`src/design/lqe_pkg.sv`:
```
package lqe_pkg;

  // Operation codes carried in the op field
  localparam logic [2:0] OP_RTT   = 3'd0;
  localparam logic [2:0] OP_BW    = 3'd1;
  localparam logic [2:0] OP_SCORE = 3'd2;
  localparam logic [2:0] OP_TICK  = 3'd3;
  localparam logic [2:0] OP_CLEAR = 3'd4;

  localparam int unsigned DEF_HOST_ENTRIES = 64;

  localparam int unsigned SAMPLE_W = 20;
  localparam int unsigned SCORE_W  = 28;
  localparam int unsigned STAMP_W  = 32;
  localparam int unsigned ALPHA_W  = 9;
  localparam int unsigned EXPIRY_W = 16;
  localparam int unsigned NUM_W    = 16;

  localparam logic [ALPHA_W-1:0]  ALPHA_ONE     = 9'd256;
  localparam logic [ALPHA_W-1:0]  ALPHA_RESET   = 9'd51;
  localparam logic [EXPIRY_W-1:0] EXPIRY_RESET  = 16'd300;
  localparam logic [SAMPLE_W-1:0] RTT_FLOOR     = 20'd16;
  localparam logic [NUM_W-1:0]    RTT_NUMERATOR = 16'd40960;
  localparam logic [SCORE_W-1:0]  SCORE_MAX     = 28'hFFFFFFF;

  // Register byte addresses (bit 2 selects the register)
  localparam logic REG_ALPHA  = 1'b0;
  localparam logic REG_EXPIRY = 1'b1;

  typedef struct packed {
    logic [2:0]          op;
    logic [5:0]          host_index;
    logic [SAMPLE_W-1:0] sample_value;
  } req_word_t;

  typedef struct packed {
    logic [SCORE_W-1:0] score_value;
    logic               entry_known;
  } rsp_word_t;

  typedef enum logic [2:0] {
    ST_IDLE,
    ST_UPDATE,
    ST_CHECK,
    ST_DIVIDE,
    ST_FINISH
  } state_t;

  // Controller to datapath
  typedef struct packed {
    logic capture;
    logic tick;
    logic clear;
    logic write;
    logic check;
    logic div_step;
    logic result;
  } cmd_t;

  // Datapath to controller
  typedef struct packed {
    logic req_sample;
    logic req_score;
    logic req_tick;
    logic req_clear;
    logic div_last;
    logic rsp_free;
  } status_t;

endpackage

```
`src/design/lqe_ctrl.sv`:
```
module lqe_ctrl (
  input  logic            clk,
  input  logic            rst,
  input  logic            req_valid,
  output logic            req_ready,
  input  lqe_pkg::status_t st,
  output lqe_pkg::cmd_t    cmd
);
  import lqe_pkg::*;

  state_t state, state_next;

  // State register
  always_ff @(posedge clk) begin
    if (rst) begin
      state <= ST_IDLE;
    end else begin
      state <= state_next;
    end
  end

  // Next state and commands
  always_comb begin
    state_next = state;
    cmd        = '0;
    req_ready  = 1'b0;
    case (state)
      ST_IDLE: begin
        req_ready = 1'b1;
        if (req_valid) begin
          cmd.capture = 1'b1;
          cmd.tick    = st.req_tick;
          cmd.clear   = st.req_clear;
          if (st.req_sample) begin
            state_next = ST_UPDATE;
          end else if (st.req_score) begin
            state_next = ST_CHECK;
          end
        end
      end
      ST_UPDATE: begin
        cmd.write  = 1'b1;
        state_next = ST_IDLE;
      end
      ST_CHECK: begin
        cmd.check  = 1'b1;
        state_next = ST_DIVIDE;
      end
      ST_DIVIDE: begin
        cmd.div_step = 1'b1;
        if (st.div_last) begin
          state_next = ST_FINISH;
        end
      end
      ST_FINISH: begin
        if (st.rsp_free) begin
          cmd.result = 1'b1;
          state_next = ST_IDLE;
        end
      end
      default: begin
        state_next = ST_IDLE;
      end
    endcase
  end

endmodule

```
`src/design/lqe_dp.sv`:
```
module lqe_dp #(
  parameter int unsigned HOST_ENTRIES = lqe_pkg::DEF_HOST_ENTRIES
) (
  input  logic                             clk,
  input  logic                             rst,
  input  lqe_pkg::req_word_t               req_word,
  output lqe_pkg::rsp_word_t               rsp_word,
  output logic                             rsp_valid,
  input  logic                             rsp_ready,
  input  logic [lqe_pkg::ALPHA_W-1:0]      alpha,
  input  logic [lqe_pkg::EXPIRY_W-1:0]     expiry,
  input  lqe_pkg::cmd_t                    cmd,
  output lqe_pkg::status_t                 st
);
  import lqe_pkg::*;

  localparam int unsigned AW    = (HOST_ENTRIES > 1) ? $clog2(HOST_ENTRIES) : 1;
  localparam int unsigned WORD_W = 2 * SAMPLE_W + STAMP_W;

  // Entry word: rtt average, bandwidth average, stamp
  logic [WORD_W-1:0] mem [HOST_ENTRIES];
  logic [WORD_W-1:0] rd_data;
  logic [WORD_W-1:0] wr_data;

  logic [HOST_ENTRIES-1:0] rtt_known;
  logic [HOST_ENTRIES-1:0] bw_known;
  logic [STAMP_W-1:0]      seconds_now;

  logic [2:0]          op_q;
  logic [AW-1:0]       addr_q;
  logic                host_ok_q;
  logic [SAMPLE_W-1:0] sample_q;

  logic [AW+5:0] host_ext;
  logic [AW-1:0] req_addr;
  logic          req_host_ok;

  // Decode the incoming word
  assign host_ext    = {{AW{1'b0}}, req_word.host_index};
  assign req_addr    = host_ext[AW-1:0];
  assign req_host_ok = host_ext < (AW+6)'(HOST_ENTRIES);

  assign st.req_sample = ((req_word.op == OP_RTT) || (req_word.op == OP_BW)) &&
                         (req_word.sample_value != '0) && req_host_ok;
  assign st.req_score  = (req_word.op == OP_SCORE);
  assign st.req_tick   = (req_word.op == OP_TICK);
  assign st.req_clear  = (req_word.op == OP_CLEAR);

  // Hold the accepted word
  always_ff @(posedge clk) begin
    if (cmd.capture) begin
      op_q      <= req_word.op;
      addr_q    <= req_addr;
      host_ok_q <= req_host_ok;
      sample_q  <= req_word.sample_value;
    end
  end

  // Entry memory, read on accept
  always_ff @(posedge clk) begin
    if (cmd.capture) begin
      rd_data <= mem[req_addr];
    end
    if (cmd.write) begin
      mem[addr_q] <= wr_data;
    end
  end

  logic [SAMPLE_W-1:0] old_rtt, old_bw, old_avg, new_avg;
  logic [STAMP_W-1:0]  old_stamp;
  logic                is_rtt, old_known;
  logic [ALPHA_W-1:0]  alpha_c;
  logic signed [SAMPLE_W:0]  diff;
  logic signed [ALPHA_W:0]   alpha_s;
  logic signed [31:0]        mix;

  assign old_rtt   = rd_data[WORD_W-1 -: SAMPLE_W];
  assign old_bw    = rd_data[STAMP_W +: SAMPLE_W];
  assign old_stamp = rd_data[STAMP_W-1:0];
  assign is_rtt    = (op_q == OP_RTT);
  assign old_avg   = is_rtt ? old_rtt : old_bw;
  assign old_known = is_rtt ? rtt_known[addr_q] : bw_known[addr_q];

  // Blend: old + a*(sample - old)/256, rounded half up
  assign alpha_c = (alpha > ALPHA_ONE) ? ALPHA_ONE : alpha;
  assign alpha_s = $signed({1'b0, alpha_c});
  assign diff    = $signed({1'b0, sample_q}) - $signed({1'b0, old_avg});
  assign mix     = $signed({4'b0, old_avg, 8'b0}) + alpha_s * diff + 32'sd128;
  assign new_avg = old_known ? mix[SAMPLE_W+7:8] : sample_q;
  assign wr_data = is_rtt ? {new_avg, old_bw, seconds_now}
                          : {old_rtt, new_avg, seconds_now};

  // Known bits and seconds count
  always_ff @(posedge clk) begin
    if (rst) begin
      rtt_known   <= '0;
      bw_known    <= '0;
      seconds_now <= '0;
    end else begin
      if (cmd.tick) begin
        seconds_now <= seconds_now + 1'b1;
      end
      if (cmd.clear) begin
        rtt_known <= '0;
        bw_known  <= '0;
      end else if (cmd.write) begin
        if (is_rtt) begin
          rtt_known[addr_q] <= 1'b1;
        end else begin
          bw_known[addr_q] <= 1'b1;
        end
      end
    end
  end

  // Freshness check
  logic                fresh, stale, rk, bk;
  logic [STAMP_W-1:0]  age;
  assign rk    = host_ok_q && rtt_known[addr_q];
  assign bk    = host_ok_q && bw_known[addr_q];
  assign age   = seconds_now - old_stamp;
  assign stale = (old_stamp != '0) && (age > {16'b0, expiry});
  assign fresh = (rk || bk) && !stale;

  // Restoring divider for 40960 / max(rtt, 16)
  logic                fresh_q, rk_q, bk_q;
  logic [SAMPLE_W-1:0] divisor, bw_q;
  logic [SAMPLE_W:0]   rem, rem_sh;
  logic [NUM_W-1:0]    quot;
  logic [3:0]          cnt;
  logic [3:0]          bit_idx;

  assign bit_idx     = 4'(NUM_W - 1) - cnt;
  assign rem_sh      = {rem[SAMPLE_W-1:0], RTT_NUMERATOR[bit_idx]};
  assign st.div_last = (cnt == 4'(NUM_W - 1));

  always_ff @(posedge clk) begin
    if (cmd.check) begin
      fresh_q <= fresh;
      rk_q    <= rk;
      bk_q    <= bk;
      bw_q    <= old_bw;
      divisor <= (old_rtt < RTT_FLOOR) ? RTT_FLOOR : old_rtt;
      rem     <= '0;
      quot    <= '0;
      cnt     <= '0;
    end else if (cmd.div_step) begin
      cnt <= cnt + 1'b1;
      if (rem_sh >= {1'b0, divisor}) begin
        rem  <= rem_sh - {1'b0, divisor};
        quot <= {quot[NUM_W-2:0], 1'b1};
      end else begin
        rem  <= rem_sh;
        quot <= {quot[NUM_W-2:0], 1'b0};
      end
    end
  end

  // Score sum with saturation
  logic [SCORE_W:0] sum;
  assign sum = (rk_q ? (SCORE_W+1)'(quot) : '0) +
               (bk_q ? (SCORE_W+1)'({bw_q, 4'b0}) : '0);

  // Output register
  assign st.rsp_free = !rsp_valid || rsp_ready;

  always_ff @(posedge clk) begin
    if (rst) begin
      rsp_valid <= 1'b0;
    end else if (cmd.result) begin
      rsp_valid <= 1'b1;
    end else if (rsp_ready) begin
      rsp_valid <= 1'b0;
    end
  end

  always_ff @(posedge clk) begin
    if (cmd.result) begin
      rsp_word.entry_known <= fresh_q;
      if (!fresh_q) begin
        rsp_word.score_value <= '0;
      end else if (sum > {1'b0, SCORE_MAX}) begin
        rsp_word.score_value <= SCORE_MAX;
      end else begin
        rsp_word.score_value <= sum[SCORE_W-1:0];
      end
    end
  end

endmodule

```
`src/design/link_quality_ema_scorer.sv`:
```
// Link quality table with per-host moving averages of rtt and bandwidth.
// Request channel (req_valid/req_ready/req_word) takes one word per item:
// rtt sample, bandwidth sample, score query, one-second tick or clear.
// Only a score query produces a word on the response channel
// (rsp_valid/rsp_ready/rsp_word).
// A tick or clear is done on accept, a sample takes a read, then a
// write of the entry memory, and a score query reaches the response
// register through one read, one freshness check, 16 steps of the
// restoring divider for the rtt term, and the load of the result.
// A new request is taken while an earlier response still waits; a query
// that finishes while the response register is full holds until the
// receiver takes it.
// Reset clears the known bits, the seconds count and response valid, and
// loads the register defaults (weight 51, expiry 300 s). Registers sit on
// the APB port: weight at 0x0, expiry at 0x4.
module link_quality_ema_scorer #(
  parameter int unsigned HOST_ENTRIES = lqe_pkg::DEF_HOST_ENTRIES
) (
  input  logic               clk,
  input  logic               rst,
  input  logic               req_valid,
  output logic               req_ready,
  input  lqe_pkg::req_word_t req_word,
  output logic               rsp_valid,
  input  logic               rsp_ready,
  output lqe_pkg::rsp_word_t rsp_word,
  input  logic               psel,
  input  logic               penable,
  input  logic               pwrite,
  input  logic [2:0]         paddr,
  input  logic [31:0]        pwdata,
  output logic [31:0]        prdata,
  output logic               pready
);
  import lqe_pkg::*;

  logic [ALPHA_W-1:0]  alpha;
  logic [EXPIRY_W-1:0] expiry;
  cmd_t                cmd;
  status_t             st;

  // Configuration registers
  assign pready = 1'b1;

  always_ff @(posedge clk) begin
    if (rst) begin
      alpha  <= ALPHA_RESET;
      expiry <= EXPIRY_RESET;
    end else if (psel && penable && pwrite) begin
      case (paddr[2])
        REG_ALPHA:  alpha  <= pwdata[ALPHA_W-1:0];
        REG_EXPIRY: expiry <= pwdata[EXPIRY_W-1:0];
        default:    alpha  <= alpha;
      endcase
    end
  end

  assign prdata = (paddr[2] == REG_EXPIRY) ? {16'b0, expiry} : {23'b0, alpha};

  lqe_ctrl u_ctrl (
    .clk       (clk),
    .rst       (rst),
    .req_valid (req_valid),
    .req_ready (req_ready),
    .st        (st),
    .cmd       (cmd)
  );

  lqe_dp #(
    .HOST_ENTRIES (HOST_ENTRIES)
  ) u_dp (
    .clk       (clk),
    .rst       (rst),
    .req_word  (req_word),
    .rsp_word  (rsp_word),
    .rsp_valid (rsp_valid),
    .rsp_ready (rsp_ready),
    .alpha     (alpha),
    .expiry    (expiry),
    .cmd       (cmd),
    .st        (st)
  );

endmodule

```
`config.mk`:
```
export PLATFORM = sky130hd
export DESIGN_NAME = link_quality_ema_scorer
export DESIGN_NICKNAME = d
export VERILOG_FILES = /design/src/design/lqe_pkg.sv /design/src/design/lqe_ctrl.sv /design/src/design/lqe_dp.sv /design/src/design/link_quality_ema_scorer.sv
export SDC_FILE = /design/constraint.sdc
export NUM_CORES = 2
export LEC_CHECK = 0
export ABC_CLOCK_PERIOD_IN_PS = 15500
export BUFFER_PORTS_ARGS = -buffer_cell sky130_fd_sc_hd__buf_2
export CORE_ASPECT_RATIO = 1.5
export CORE_MARGIN = 4
export CORE_UTILIZATION = 60
export CTS_BUF_LIST = sky130_fd_sc_hd__clkbuf_8
export CTS_CLUSTER_DIAMETER = 150
export DETAILED_ROUTE_END_ITERATION = 8
export PLACE_DENSITY = 0.76
export SLEW_MARGIN = 25
export SYNTH_ARGS = -nofsm -noshare
export SYNTH_HDL_FRONTEND = slang
export SYNTH_HIERARCHICAL = 1
export SYNTH_MEMORY_MAX_BITS = 65536
export SYNTH_SLANG_ARGS = --single-unit
```
`constraint.sdc`:
```
create_clock -name clk -period 15.5 [get_ports clk]
set_input_delay 0 -clock clk [delete_from_list [all_inputs] [get_ports clk]]
set_output_delay 0 -clock clk [all_outputs]
set_load 0.005 [all_outputs]
```
==> results.sh <==
export IMPL_area_growth_pct=11.0
export IMPL_seq_area_frac_synth_pct=73.4
export IMPL_rows=260
export IMPL_htreeDepth=6
export IMPL_drt_wl_total_um=545000
export IMPL_finalSetupViolCount=0
export IMPL_outcome="completed"
export IMPL_grt_first_pass_wirelength_um=774000
export IMPL_netlist_instances=9542
export IMPL_required_ns=16.27
export IMPL_drv_slew=0
export IMPL_vias_per_cell=6.77
export IMPL_vias=103000
export IMPL_worstMarginPinSlew_ns=1.34
export IMPL_crit_top_cell="fa_1"
export IMPL_instances_no_fill=15300
export IMPL_layout_nets=10700
export IMPL_routedWlPerCell_um=35.7
export IMPL_hold_buffers=128
export IMPL_rrSetupSlack_ns=4.09
export IMPL_setup_ws_ns=4.09
export IMPL_hold_start="rst"
export IMPL_power_share_clock_pct=25.7
export IMPL_overflow=0
export IMPL_path_clk_slew_ns=0.07
export IMPL_hold_end="u_dp/rsp_valid"
export IMPL_power_frac_seq_pct=47.4
export IMPL_die_w_um=481
export IMPL_yosys_area_share_xor_xnor_pct=0.623
export IMPL_leakage_nw=77.6
export IMPL_start_util_pct=60.3
export IMPL_arrival_ns=12.18
export IMPL_synth_edf_count=4778
export IMPL_slew_headroom_pct=10.9
export IMPL_syn_avg_cell_area_um2=21.1
export IMPL_dp_hpwl_um=292000
export IMPL_async_reset_ff_share_pct=0
export IMPL_synth_top_family_by_area="multiplexers"
export IMPL_drv_cap=0
export IMPL_synth_compound_area_share_pct=1.67
export IMPL_combinationalPowerShare_pct=26.9
export IMPL_clkSinkCount=5007
export IMPL_p_sw_share_pct=31.0
export IMPL_cellInternalPower_w=0.0252
export IMPL_fin_setup_tns_ns=0
export IMPL_yosys_area_share_simple_pct=2.50
export IMPL_cellPowerDensity_nw_per_um2=163
export IMPL_synthMuxAreaShare_pct=17.6
export IMPL_synth_area_um2=202000
export IMPL_io_buffers=96
export IMPL_fin_worst_skew_ns=0.101
export IMPL_p_sw_w=0.0113
export IMPL_ys_types=97
export IMPL_utilization_pct=66.9
export IMPL_path_max_fanout=64
export IMPL_core_area_um2=335000
export IMPL_globalplace_congestion=0.929
export IMPL_drt_drc_violations_left=0
export IMPL_r2r_end="u_dp/mem[54][51]"
export IMPL_timing_hold_ws_ns=0.0787
export IMPL_firstDrtPassIters=6
export IMPL_pin_count=135
export IMPL_antenna_found_initial=13
export IMPL_drtIter0Drc=15100
export IMPL_rsz0062_at_grt="false"
export IMPL_die_h_um=718
export IMPL_post_cts_setup_buffers=0
export IMPL_max_stage_delay_ns=0.89
export IMPL_finalHoldViolCount=0
export IMPL_synthAdderAreaFrac_pct=2.62
export IMPL_reg2reg_depth=33
export IMPL_hold_path_class="in -> reg"
export IMPL_crit_type="reg -> reg"
export IMPL_die_area_um2=346000
export IMPL_synth_seq_cells=5007
export IMPL_grt_max_degree=174
export IMPL_cts_tree="done"
export IMPL_ant_nets=0
export IMPL_dp_slack_ns=4.26
export IMPL_cts_resized=0
export IMPL_end_kind="flop"
export IMPL_finalCriticalPeriod_ns=11.41
export IMPL_clockBufferDepth=4
export IMPL_max_freq_ghz=0.0877
export IMPL_drive_gt1_share_pct=27.3
export IMPL_crit_path_start_kind="flop"
export IMPL_synth_flop_cell="edfxtp_1"
export IMPL_holdPathStages=3
export IMPL_ir_worst_vdd_mv=0.432
export IMPL_r2r_start="u_dp/op_q[0]"
export IMPL_dp_cells=13900
export IMPL_grt_total_usage_pct=31.9
export IMPL_final_period_utilization_pct=73.6
export IMPL_cts_root_buf="clkbuf_8"
export IMPL_synth_warning_count=6
export IMPL_clk_latency_ns=1.16
export IMPL_grt_pass1_vias=105000
export IMPL_numCtsBuffers=697
export IMPL_critPathSlowestCell="xnor2_1"
placed cells by master, fill, tap and decap left out, types with 54 or more instances in the layout:
cell type / n
a21oi_1: 235
and2_1: 67
buf_2: 89
buf_4: 230
clkbuf_8: 724
clkinv_1: 173
clkinv_2: 55
dfxtp_1: 204
dlygate4sd3_1: 128
edfxtp_1: 4778
fa_1: 160
ha_1: 161
inv_1: 522
mux2i_1: 85
mux4_2: 1530
nand2_1: 244
nand2b_1: 57
nor2_1: 380
nor2_4: 65
o21ai_0: 72
xnor2_1: 82
xor2_1: 54
through the flow:
step | area (um^2) | total power, W
floorplan | 202000 | 0.0240
global placement | 209000 | 0.0267
detailed placement | 210000 | 0.0272
CTS | 224000 | 0.0365
global route | 224000 | 0.0383
finish | 224000 | 0.0365
worst max-delay path, delay by kind of cell, from the launching register on:
| kind | cells | cell delay [ns] |
|---|---|---|
| DFF | 1 | 0.57 |
| buffers and inverters | 7 | 1.31 |
| and+or+nand+nor | 5 | 0.98 |
| AOI/OAI and AO/OA | 9 | 2.87 |
| muxes | 1 | 0.22 |
| xor gates and xnor gates | 2 | 1.18 |
| adders and majority gates | 9 | 3.80 |
layer usage:
metal  wire, um  vias up  track usage (%)  part of all wire [%]
met2     273000     7430             52.1                    50
met3      67400     1543             7.35                    12
met1     174000    53800             40.9                    32
li1           -    40700                -                     -
met4      31100        6             15.3                   5.7
met5         50        -                0                0.0092
final cells by class:
class | count | area, um^2
well taps | 4454 | 5570
clock inverters | 514 | 2560
inverters | 298 | 1120
flip-flops and latches | 5007 | 148000
diodes | 9 | 22.5
repair buffers | 520 | 5000
fillers | 20200 | 111000
clock buffers | 723 | 9950
multi-input cells | 3750 | 51600
synthesized netlist by cell type, types with 54 or more instances:
master	instances	area [um^2]
a21oi_1	249	1250
and2_1	67	419
buf_1	107	402
clkbuf_1	355	1330
dfxtp_1	229	4580
edfxtp_1	4778	143000
fa_1	160	3200
ha_1	161	2010
inv_1	295	1110
mux2i_1	86	861
mux4_2	1530	34500
nand2_1	244	916
nand2b_1	57	357
nor2_1	446	1670
o21ai_0	94	470
xnor2_1	84	736
xor2_1	54	473
flip-flops by register name, summed over array words and instances (netlist names), 16 cells and up:
name	cells
u_dp/divisor	20
u_dp/quot	16
u_dp/sample_q	20
u_dp/rtt_known	64
u_dp/seconds_now	32
u_dp/mem	4608
u_dp/rem	20
u_dp/rd_data	72
u_dp/bw_q	20
u_dp/rsp_word	26
expiry	16
u_dp/bw_known	64
power groups by stage:
stage / Combinational (W) / Clock [W] / Sequential (W)
finish: 0.00982 / 0.00939 / 0.0173
CTS: 0.00970 / 0.00950 / 0.0173
global placement: 0.00910 / 0 / 0.0176
detailed placement: 0.00963 / 0 / 0.0176
floorplan: 0.00627 / 0 / 0.0178
global route: 0.0109 / 0.0102 / 0.0173
how the worst max path moves through the flow:
| stage | from | end | cells after the start |
|---|---|---|---|
| floorplan | u_dp/op_q[1] | u_dp/mem[0][68] | 37 |
| global placement | u_dp/op_q[0] | u_dp/mem[8][69] | 32 |
| detailed placement | u_dp/op_q[0] | u_dp/mem[37][49] | 31 |
| CTS | u_dp/op_q[0] | u_dp/mem[43][49] | 31 |
| global route | u_dp/op_q[0] | u_dp/mem[1][51] | 33 |
| finish | u_dp/op_q[0] | u_dp/mem[54][51] | 33 |
cell families (layout without fill, tap and decap cells):
kind of cell	Yosys count	in the layout
xor+xnor	141	141
flops	5007	5007
fa+ha+maj	328	328
mux	1636	1636
simple gates	1077	1077
other cells	3	29
buf+inv	802	2055
compound gates	548	548
Note: power is estimated with default switching activity, not from simulation.
